==> src/rtl/swmmm_pkg.sv <==
// Package for the sliding window minimum, mean and maximum block.
// Holds the sizing constants and the command and status structs that join
// the controller and the datapath. Depends on nothing.
package swmmm_pkg;

    localparam int WINDOW_MAX  = 64;
    localparam int SAMPLE_BITS = 16;
    localparam int WS_BITS     = 7;
    localparam int INDEX_BITS  = 32;
    localparam int MEAN_BITS   = 24;
    localparam int FRAC_BITS   = 8;

    localparam int PTR_BITS     = $clog2(WINDOW_MAX);
    localparam int CNT_BITS     = $clog2(WINDOW_MAX + 1);
    localparam int CMP_BITS     = (CNT_BITS > WS_BITS) ? CNT_BITS : WS_BITS;
    localparam int SUM_BITS     = SAMPLE_BITS + CNT_BITS;
    localparam int DVD_BITS     = SUM_BITS + FRAC_BITS;
    localparam int DIV_CNT_BITS = $clog2(DVD_BITS + 1);
    localparam int OUT_BITS     = INDEX_BITS + 3 * SAMPLE_BITS + MEAN_BITS;
    localparam int OUT_BYTES    = (OUT_BITS + 7) / 8;
    localparam int IN_BYTES     = (SAMPLE_BITS + 7) / 8;

    localparam logic [WS_BITS-1:0] WS_RESET = WS_BITS'(4);

    typedef struct packed {
        logic accept;
        logic issue;
        logic div_init;
        logic div_step;
        logic out_load;
    } swmmm_cmd_t;

    typedef struct packed {
        logic issue_last;
        logic div_last;
        logic out_free;
    } swmmm_stat_t;

endpackage

==> src/rtl/swmmm_ram.sv <==
// Generic simple dual-port RAM with one write port and a registered read port.
// Width and depth are parameters. Depends on nothing.
module swmmm_ram #(
    parameter int WIDTH = 16,
    parameter int DEPTH = 64
) (
    input  logic                     aclk,
    input  logic                     we,
    input  logic [$clog2(DEPTH)-1:0] waddr,
    input  logic [WIDTH-1:0]         wdata,
    input  logic                     re,
    input  logic [$clog2(DEPTH)-1:0] raddr,
    output logic [WIDTH-1:0]         rdata
);

    logic [WIDTH-1:0] mem [DEPTH];
    logic [WIDTH-1:0] rdata_reg;

    always_ff @(posedge aclk) begin
        if (we) begin
            mem[waddr] <= wdata;
        end
        if (re) begin
            rdata_reg <= mem[raddr];
        end
    end

    assign rdata = rdata_reg;

endmodule

==> src/rtl/swmmm_ctrl.sv <==
// Controller state machine: accept, window scan, division, result hand-off.
// Depends on swmmm_pkg for the command and status structs.
module swmmm_ctrl (
    input  logic                  aclk,
    input  logic                  aresetn,
    input  logic                  s_tvalid,
    output logic                  s_tready,
    input  swmmm_pkg::swmmm_stat_t stat,
    output swmmm_pkg::swmmm_cmd_t  cmd
);

    typedef enum logic [5:0] {
        ST_IDLE  = 6'b000001,
        ST_SCAN  = 6'b000010,
        ST_DRAIN = 6'b000100,
        ST_PREP  = 6'b001000,
        ST_DIV   = 6'b010000,
        ST_OUT   = 6'b100000
    } state_t;

    state_t state_reg, state_next;

    always_ff @(posedge aclk) begin
        if (!aresetn) begin
            state_reg <= ST_IDLE;
        end else begin
            state_reg <= state_next;
        end
    end

    always_comb begin
        state_next = state_reg;
        cmd        = '0;
        s_tready   = 1'b0;
        unique case (state_reg)
            ST_IDLE: begin
                s_tready   = 1'b1;
                cmd.accept = s_tvalid;
                if (s_tvalid) begin
                    state_next = ST_SCAN;
                end
            end
            ST_SCAN: begin
                cmd.issue = 1'b1;
                if (stat.issue_last) begin
                    state_next = ST_DRAIN;
                end
            end
            ST_DRAIN: begin
                state_next = ST_PREP;
            end
            ST_PREP: begin
                cmd.div_init = 1'b1;
                state_next   = ST_DIV;
            end
            ST_DIV: begin
                cmd.div_step = 1'b1;
                if (stat.div_last) begin
                    state_next = ST_OUT;
                end
            end
            ST_OUT: begin
                cmd.out_load = stat.out_free;
                if (stat.out_free) begin
                    state_next = ST_IDLE;
                end
            end
            default: begin
                state_next = ST_IDLE;
            end
        endcase
    end

endmodule

==> src/rtl/swmmm_datapath.sv <==
// Datapath: history RAM, pointers and counters, min/max/sum scan,
// restoring divider and the result register.
// Depends on swmmm_pkg and swmmm_ram.
module swmmm_datapath (
    input  logic                                   aclk,
    input  logic                                   aresetn,
    input  swmmm_pkg::swmmm_cmd_t                  cmd,
    output swmmm_pkg::swmmm_stat_t                 stat,
    input  logic signed [swmmm_pkg::SAMPLE_BITS-1:0] sample_in,
    input  logic                                   cfg_we,
    input  logic [swmmm_pkg::WS_BITS-1:0]          cfg_wdata,
    input  logic                                   m_tready,
    output logic                                   m_tvalid,
    output logic [swmmm_pkg::OUT_BYTES*8-1:0]      m_tdata
);

    localparam int SB  = swmmm_pkg::SAMPLE_BITS;
    localparam int PB  = swmmm_pkg::PTR_BITS;
    localparam int CB  = swmmm_pkg::CNT_BITS;
    localparam int MB  = swmmm_pkg::CMP_BITS;
    localparam int UB  = swmmm_pkg::SUM_BITS;
    localparam int DB  = swmmm_pkg::DVD_BITS;
    localparam int NB  = swmmm_pkg::DIV_CNT_BITS;
    localparam int EB  = swmmm_pkg::MEAN_BITS;
    localparam int IB  = swmmm_pkg::INDEX_BITS;
    localparam int WM  = swmmm_pkg::WINDOW_MAX;

    logic [swmmm_pkg::WS_BITS-1:0] ws_reg;
    logic [PB-1:0]        wptr_reg;
    logic [PB-1:0]        rptr_reg;
    logic [CB-1:0]        fill_reg;
    logic [CB-1:0]        span_reg;
    logic [CB-1:0]        left_reg;
    logic [IB-1:0]        count_reg;
    logic                 rd_valid_reg;
    logic signed [SB-1:0] x_reg;
    logic signed [SB-1:0] lo_reg;
    logic signed [SB-1:0] hi_reg;
    logic signed [UB-1:0] sum_reg;
    logic [DB-1:0]        dvd_reg;
    logic [CB-1:0]        rem_reg;
    logic                 neg_reg;
    logic [NB-1:0]        div_cnt_reg;
    logic                 m_tvalid_reg;
    logic [swmmm_pkg::OUT_BYTES*8-1:0] m_tdata_reg;

    logic [CB-1:0]        fill_next;
    logic [MB-1:0]        ws_eff;
    logic [CB-1:0]        span_next;
    logic signed [SB-1:0] rd_data;
    logic [UB-1:0]        sum_mag;
    logic [CB:0]          rem_shift;
    logic                 q_bit;
    logic [EB-1:0]        quot;
    logic [EB-1:0]        mean;

    swmmm_ram #(
        .WIDTH (SB),
        .DEPTH (WM)
    ) u_ram (
        .aclk  (aclk),
        .we    (cmd.accept),
        .waddr (wptr_reg),
        .wdata (sample_in),
        .re    (cmd.issue),
        .raddr (rptr_reg),
        .rdata (rd_data)
    );

    always_comb begin
        fill_next = (fill_reg < CB'(WM)) ? fill_reg + CB'(1) : fill_reg;
        if (ws_reg == '0) begin
            ws_eff = MB'(1);
        end else if (MB'(ws_reg) > MB'(WM)) begin
            ws_eff = MB'(WM);
        end else begin
            ws_eff = MB'(ws_reg);
        end
        span_next = (ws_eff > MB'(fill_next)) ? fill_next : CB'(ws_eff);
    end

    always_comb begin
        sum_mag   = sum_reg[UB-1] ? UB'(-sum_reg) : UB'(sum_reg);
        rem_shift = {rem_reg, dvd_reg[DB-1]};
        q_bit     = (rem_shift >= {1'b0, span_reg});
        quot      = dvd_reg[EB-1:0];
        mean      = neg_reg ? EB'(-quot) : quot;
    end

    assign stat.issue_last = (left_reg == CB'(1));
    assign stat.div_last   = (div_cnt_reg == NB'(1));
    assign stat.out_free   = !m_tvalid_reg || m_tready;

    always_ff @(posedge aclk) begin
        if (!aresetn) begin
            ws_reg       <= swmmm_pkg::WS_RESET;
            wptr_reg     <= '0;
            fill_reg     <= '0;
            count_reg    <= '0;
            rd_valid_reg <= 1'b0;
            m_tvalid_reg <= 1'b0;
        end else begin
            if (cfg_we) begin
                ws_reg <= cfg_wdata;
            end
            if (cmd.accept) begin
                wptr_reg  <= (wptr_reg == PB'(WM - 1)) ? '0 : wptr_reg + PB'(1);
                fill_reg  <= fill_next;
                count_reg <= count_reg + IB'(1);
            end
            rd_valid_reg <= cmd.issue;
            if (cmd.out_load) begin
                m_tvalid_reg <= 1'b1;
            end else if (m_tready) begin
                m_tvalid_reg <= 1'b0;
            end
        end
    end

    always_ff @(posedge aclk) begin
        if (cmd.accept) begin
            x_reg    <= sample_in;
            lo_reg   <= sample_in;
            hi_reg   <= sample_in;
            sum_reg  <= '0;
            rptr_reg <= wptr_reg;
            span_reg <= span_next;
            left_reg <= span_next;
        end
        if (cmd.issue) begin
            rptr_reg <= (rptr_reg == '0) ? PB'(WM - 1) : rptr_reg - PB'(1);
            left_reg <= left_reg - CB'(1);
        end
        if (rd_valid_reg) begin
            if (rd_data < lo_reg) begin
                lo_reg <= rd_data;
            end
            if (rd_data > hi_reg) begin
                hi_reg <= rd_data;
            end
            sum_reg <= sum_reg + UB'(rd_data);
        end
        if (cmd.div_init) begin
            dvd_reg     <= {sum_mag, {swmmm_pkg::FRAC_BITS{1'b0}}};
            rem_reg     <= '0;
            neg_reg     <= sum_reg[UB-1];
            div_cnt_reg <= NB'(DB);
        end
        if (cmd.div_step) begin
            rem_reg     <= q_bit ? CB'(rem_shift - {1'b0, span_reg}) : CB'(rem_shift);
            dvd_reg     <= {dvd_reg[DB-2:0], q_bit};
            div_cnt_reg <= div_cnt_reg - NB'(1);
        end
        if (cmd.out_load) begin
            m_tdata_reg <= (swmmm_pkg::OUT_BYTES*8)'({hi_reg, mean, lo_reg, x_reg, count_reg});
        end
    end

    assign m_tvalid = m_tvalid_reg;
    assign m_tdata  = m_tdata_reg;

endmodule

==> src/rtl/sliding_window_min_mean_max.sv <==
// Top level of the sliding window minimum, mean and maximum block.
// Joins swmmm_ctrl and swmmm_datapath; depends on swmmm_pkg.
//
// Channel   Dir  Handshake            Payload
// s_        in   s_tvalid/s_tready    s_tdata: sample_value
// m_        out  m_tvalid/m_tready    m_tdata: index, echo, min, mean, max
// cfg_      in   cfg_we               cfg_wdata: window_size
//
// A request runs through these steps in order: accept, one RAM read per entry of
// the effective window, a drain of the read port, a divider load, 31 divide steps
// and the result load. Reset is synchronous and active low.
// A result that waits on m_tready holds only the hand-off; the scan runs ahead.
module sliding_window_min_mean_max (
    input  logic                                   aclk,
    input  logic                                   aresetn,
    input  logic                                   s_tvalid,
    output logic                                   s_tready,
    // [15:0] sample_value
    input  logic [swmmm_pkg::IN_BYTES*8-1:0]       s_tdata,
    output logic                                   m_tvalid,
    input  logic                                   m_tready,
    // [31:0] sample_index, [47:32] value_echo, [63:48] window_minimum,
    // [87:64] window_mean, [103:88] window_maximum
    output logic [swmmm_pkg::OUT_BYTES*8-1:0]      m_tdata,
    input  logic                                   cfg_we,
    input  logic [swmmm_pkg::WS_BITS-1:0]          cfg_wdata
);

    swmmm_pkg::swmmm_cmd_t  cmd;
    swmmm_pkg::swmmm_stat_t stat;

    swmmm_ctrl u_ctrl (
        .aclk     (aclk),
        .aresetn  (aresetn),
        .s_tvalid (s_tvalid),
        .s_tready (s_tready),
        .stat     (stat),
        .cmd      (cmd)
    );

    swmmm_datapath u_dp (
        .aclk      (aclk),
        .aresetn   (aresetn),
        .cmd       (cmd),
        .stat      (stat),
        .sample_in (s_tdata[swmmm_pkg::SAMPLE_BITS-1:0]),
        .cfg_we    (cfg_we),
        .cfg_wdata (cfg_wdata),
        .m_tready  (m_tready),
        .m_tvalid  (m_tvalid),
        .m_tdata   (m_tdata)
    );

endmodule

==> config.mk <==
export PLATFORM = sky130hd
export DESIGN_NAME = sliding_window_min_mean_max
export DESIGN_NICKNAME = d
export VERILOG_FILES = /design/src/rtl/swmmm_pkg.sv /design/src/rtl/swmmm_ram.sv /design/src/rtl/swmmm_ctrl.sv /design/src/rtl/swmmm_datapath.sv /design/src/rtl/sliding_window_min_mean_max.sv
export SDC_FILE = /design/constraint.sdc
export NUM_CORES = 2
export LEC_CHECK = 0
export ABC_AREA = 1
export BUFFER_PORTS_ARGS = -buffer_cell sky130_fd_sc_hd__buf_2
export CORE_ASPECT_RATIO = 1.2
export CORE_MARGIN = 3
export CORE_UTILIZATION = 60
export DETAILED_ROUTE_END_ITERATION = 8
export PLACE_DENSITY = 0.73
export SETUP_SLACK_MARGIN = 0.15
export SYNTH_ARGS = -nofsm -noshare
export SYNTH_HDL_FRONTEND = slang
export SYNTH_SLANG_ARGS = --single-unit
==> constraint.sdc <==
create_clock -name aclk -period 25.1 [get_ports aclk]
set_input_delay 5.02 -clock aclk [delete_from_list [all_inputs] [get_ports aclk]]
set_output_delay 5.02 -clock aclk [all_outputs]
set_load 0.01 [all_outputs]
Word level (Yosys, flattened, before mapping)
Memories as Yosys holds them, arrays and structs flattened. A register that Yosys moved wholly into a read port is not among the register bits.
Index checks and enable logic that the tools add are counted.
{"block": "totals", "inputBits": 28, "output_inout_bits": 106, "mem_count": 1, "regBits": 299, "mem_bits_rw": 1024, "wordCells": 100}
{"name": "u_dp.u_ram.mem", "words": 64, "width": 16, "rd": 1, "rd_clocked_by_memory_dff": 1, "write_ports": 1, "line": "swmmm_ram.sv:16", "rtl": "logic [WIDTH-1:0] mem [DEPTH];"}
{"block": "classes", "n_addsub": 10, "muxes": 42, "n_eq_ne": 13, "magnitude_cmp": 6, "reduce_logical": 9}
{"cell": "16-bit 2-to-1 mux", "n": 6}
{"cell": "23-bit 2-to-1 mux", "n": 3}
{"cell": "7-bit 2-to-1 mux", "n": 9}
{"cell": "31-bit 2-to-1 mux", "n": 2}
{"cell": "6-bit 2-to-1 mux", "n": 8}
{"cell": "6-bit one-hot mux with 6 select lines", "n": 1}
{"cell": "32-bit by 1-bit adder with 32-bit output (second input constant)", "n": 1}
{"cell": "24-bit 2-to-1 mux", "n": 1}
{"cell": "24-bit negation", "n": 1}
{"cell": "23-bit by 16-bit adder with 23-bit output", "n": 1}
{"cell": "23-bit negation", "n": 1}
{"cell": "16-bit greater-than comparator", "n": 1}
{"cell": "16-bit less-than comparator", "n": 1}
{"cell": "6-bit equality test (second input constant)", "n": 2}
{"cell": "1-bit 2-to-1 mux", "n": 10}
{"cell": "5-bit 2-to-1 mux", "n": 2}
{"cell": "8-bit by 7-bit greater-or-equal comparator with 1-bit output", "n": 1}
{"cell": "2-bit nonzero test", "n": 4}
{"cell": "7-bit by 1-bit adder with 7-bit output (second input constant)", "n": 1}
{"cell": "7-bit by 1-bit equality test with 1-bit output (second input constant)", "n": 1}
{"cell": "7-bit greater-than comparator", "n": 1}
{"cell": "7-bit greater-than comparator (second input constant)", "n": 1}
{"cell": "7-bit zero test", "n": 1}
{"cell": "7-bit less-than comparator (second input constant)", "n": 1}
{"cell": "17 further kinds", "n": 19}

Logic depth before layout (Yosys ltp)
{"block": "depth", "ltp_word": 7, "mapped_depth": 17, "depth_no_buf": 16}

Cells and area by module
A second synthesis with hierarchy kept.
{"block": "hier_totals", "hier_cells": 5264, "hier_area_um2": 57721.6}
{"module": "swmmm_ram", "seq_area_each_um2": 31230.0, "cells_each": 3517, "n_inst": 1, "area_each_um2": 42259.3}
{"module": "swmmm_datapath", "seq_area_each_um2": 7937.6, "cells_each": 1690, "n_inst": 1, "area_each_um2": 15102.0}
{"module": "swmmm_ctrl", "seq_area_each_um2": 120.1, "cells_each": 57, "n_inst": 1, "area_each_um2": 360.3}

Worst setup path before layout
OpenSTA, ideal clock, no wires.
{"block": "synth_path", "path_type": "input port to flip-flop", "start": "input m_tready", "end": "register u_dp.m_tdata_reg, in the netlist u_dp.m_tdata[0] (enable)", "path_slack_ns": 9.450, "path_buffers": 0, "stages": 2, "t_required_ns": 24.277, "setup_ns": 0.823, "arrival_ns": 14.828, "cell_sequence": "nor2_1 -> nor4_1"}
{"item": "from (decl)", "line": "sliding_window_min_mean_max.sv:21", "rtl": "input logic m_tready,"}
{"item": "to (signal assigned)", "line": "swmmm_datapath.sv:155", "rtl": "m_tdata_reg <= (swmmm_pkg::OUT_BYTES*8)'({hi_reg, mean, lo_reg, x_reg, count_reg});"}
{"item": "to (decl)", "line": "swmmm_datapath.sv:45", "rtl": "logic [swmmm_pkg::OUT_BYTES*8-1:0] m_tdata_reg;"}

Final worst setup path
{"block": "layout_path", "start": "input s_tvalid", "end": "memory u_dp.u_ram.mem[9][8] (enable)"}
{"block": "layout_via", "elab_chain_len": 3}
{"item": "from (decl)", "line": "sliding_window_min_mean_max.sv:16", "rtl": "input logic s_tvalid,"}
{"item": "1-bit 2-to-1 mux", "line": "swmmm_ctrl.sv:35", "rtl": "unique case (state_reg)"}
{"item": "1-bit 2-to-1 mux", "line": "swmmm_ram.sv:20", "rtl": "if (we) begin"}
{"item": "1-bit 2-to-1 mux (not written as such)", "line": "swmmm_ram.sv:21", "rtl": "mem[waddr] <= wdata;"}
{"item": "to (decl)", "line": "swmmm_ram.sv:16"}
Every way passes these cells.

==> out/metrics.yaml <==
wl_met1_um: 54600
cts.repair.resized: 0
post_cts_buffers: 0
rows: 122
grt_pass1_vias: 36400
cts.sinks: 1339
syn_area_per_cell_um2: 11.5
fmaxAchievable_mhz: 115
yosysTopAreaCell: "edfxtp_1"
p_total_uw: 6380
die-area_mm2: 0.0978
synth_area_leaders: "edfxtp_1 (66%), o21ai_0 (5.5%), nor2_1 (5.5%)"
finalHoldViolCount: 0
cp_data_arrival_time_ps: 9030
drt_first_iter_violations: 4712
root_buffer: "clkbuf_16"
grt_overflow: 0
cts.clk_slew.worst_paths_ps: 60
num_antenna_cells: 0
slew_violations: 0
port_buffers: 133
wl_per_cell_um: 23.3
largest_reg_flops: 1024
ir_drop_mv: 0.140
cts_buffers: 131
area_growth_syn_to_layout_pct: 10.5
cp.required_ps: 25450
yosysTopAreaCellShare: 0.663
clk_path_buf_depth: 3
cts_tree: "done"
synthMuxAreaShare: 0.000177
outcome: "finished, final reports clean"
setup_tns_ps: 0
detailed_place_hpwl_um: 87800
synth_fa_ha_area_frac: 0.0180
setup_viol: 0
yosysSeqAreaShare: 0.696
drcViolationCount: 0
max_cap_violations: 0
dr_wl_met3_um: 13500
synthFlopType: "edfxtp_1"
synthesis.area_mm2: 0.0565
io_pins: 134
rsz0062_at_grt: "no"
highest_layer: "met4"
clock_latency_ps: 740
max_slew_margin: 0.120
drive_gt1_frac: 0.0889
dr_wl_met2_um: 70900
synth_xor_area_frac: 0.00915
stdcell_area_mm2: 0.0624
nNetsFinal: 5098
antenna_left: 0
synth_cell_type_count: 50
fin_crit_sh: 0.346
startpoint_type: "input port"
synth_nets: 5003
tightest_slew_ps: 1320
power.leakage_uw: 0.0216
vias_per_cell: 6.07
end_kind: "register"
crit_type: "input port to register"
via_count: 38500
drt_pass1_iterations: 8
ys_warn_count: 0
fp.dieH_um: 342
synth-compound-area-share: 0.0995
grtUsageTotal: 0.300
htreeDepth: 4
synth_async_sr_flop_share: 0
antenna_found_initial: 0
ctsHoldBuffers: 0
period_needed_ps: 8680
cp_max_fo: 48
grt_pass1_wl_um: 220000
synth-seq-cells: 1339
gp_congestion: 0.928
cellPowerDensity_mw_per_mm2: 102
synthCells: 4895
start_util: 0.608
synth_edf_count: 1247
min_path_type: "register to register"
die_w_um: 286
synthSimpleGateAreaFrac: 0.141
grt_start_max_net_pins: 209
fin_skew_ps: 23.8
wl_um: 147000
dpl_cell_area_mm2: 0.0582
synth_top_family_by_area: "simple AND/OR/NAND/NOR gates"
core-area_mm2: 0.0928
per-stage QoR:
step                std cells  utilization  hold WS [ps]  worst slack [ps]
floorplan                4895            -           400              9450
global placement         6096        0.627           403             15950
detailed placement       6096        0.627           406             15850
CTS                      6335        0.672           419             16640
global route             6336        0.672           431             16250
finish                   6336        0.672           422             16420
worst max-delay path: stages:
cell     delay [ps]
buf_2            70
inv_1            80
nor2_4          780
inv_2           550
nor2_4          290
nand3_1         870
nor2_1         1350
final timing paths:
check	startpoint	to	slack, ps	depth (start not counted)
worst max-delay path	s_tvalid	u_dp.u_ram.mem[9][8]	16420	7
worst min-delay path	u_dp.x_reg[15]	u_dp.m_tdata[47]	420	0
worst max register to register	u_ctrl.state_reg[5]	u_dp.u_ram.mem[9][8]	20170	7
worst min register to register	u_dp.x_reg[15]	u_dp.m_tdata[47]	420	0
report_power, final:
part           leakage [µW]  switching (µW)  internal (µW)
combinational       0.00759            1320            477
clock               0.00205             827           1100
sequential           0.0120            75.3           2580
layer usage:
| layer | vias to the layer above | GRT usage |
|---|---|---|
| met4 | 0 | 0.165 |
| met1 | 18400 | 0.388 |
| met2 | 2036 | 0.485 |
| li1 | 17700 | - |
| met5 | - | 0 |
| met3 | 406 | 0.0517 |
cells by family (layout without fill, tap and decap cells):
group / count (synthesis) / in the layout
AO/OA/AOI/OAI: 1018 / 1018
XOR/XNOR: 59 / 59
adder cells (fa/ha/maj): 80 / 80
buffers and inverters: 480 / 681
flip-flops: 1339 / 1339
multiplexers: 1 / 1
AND/OR/NAND/NOR: 1918 / 1918
synth_stat cells (9+ instances only):
| cell | n |
|---|---|
| a21oi_1 | 147 |
| buf_1 | 17 |
| buf_2 | 90 |
| buf_4 | 32 |
| clkbuf_1 | 115 |
| dfxtp_1 | 92 |
| edfxtp_1 | 1247 |
| ha_1 | 78 |
| inv_1 | 211 |
| nand2_1 | 688 |
| nand3_1 | 241 |
| nand3b_1 | 9 |
| nand4_1 | 74 |
| nor2_1 | 822 |
| nor3_1 | 36 |
| o211ai_1 | 92 |
| o21ai_0 | 619 |
| o21ai_1 | 15 |
| o221ai_1 | 26 |
| o22ai_1 | 85 |
| or2_0 | 11 |
| xnor2_1 | 15 |
| xor2_1 | 44 |
final cells by class:
type / instances / area [µm²]
inverter: 222 / 846
clock buffer: 163 / 3430
timing repair buffer: 220 / 1330
tap: 1240 / 1550
sequential: 1339 / 39300
multi-input combinational: 3076 / 15200
fill: 6748 / 30400
clock inverter: 76 / 778
layout by cell type, fill, tap and decap left out, types with 78 or more instances in the layout:
master | synthesis | routed
buf_4 | 32 | 86
nand2_1 | 688 | 687
dfxtp_1 | 92 | 92
o22ai_1 | 85 | 85
o21ai_0 | 619 | 619
o211ai_1 | 92 | 92
buf_2 | 90 | 133
nand3_1 | 241 | 241
inv_1 | 211 | 211
edfxtp_1 | 1247 | 1247
clkbuf_16 | 0 | 132
ha_1 | 78 | 78
nor2_1 | 822 | 820
a21oi_1 | 147 | 147
No activity file was read; power rests on OpenSTA's default activity.
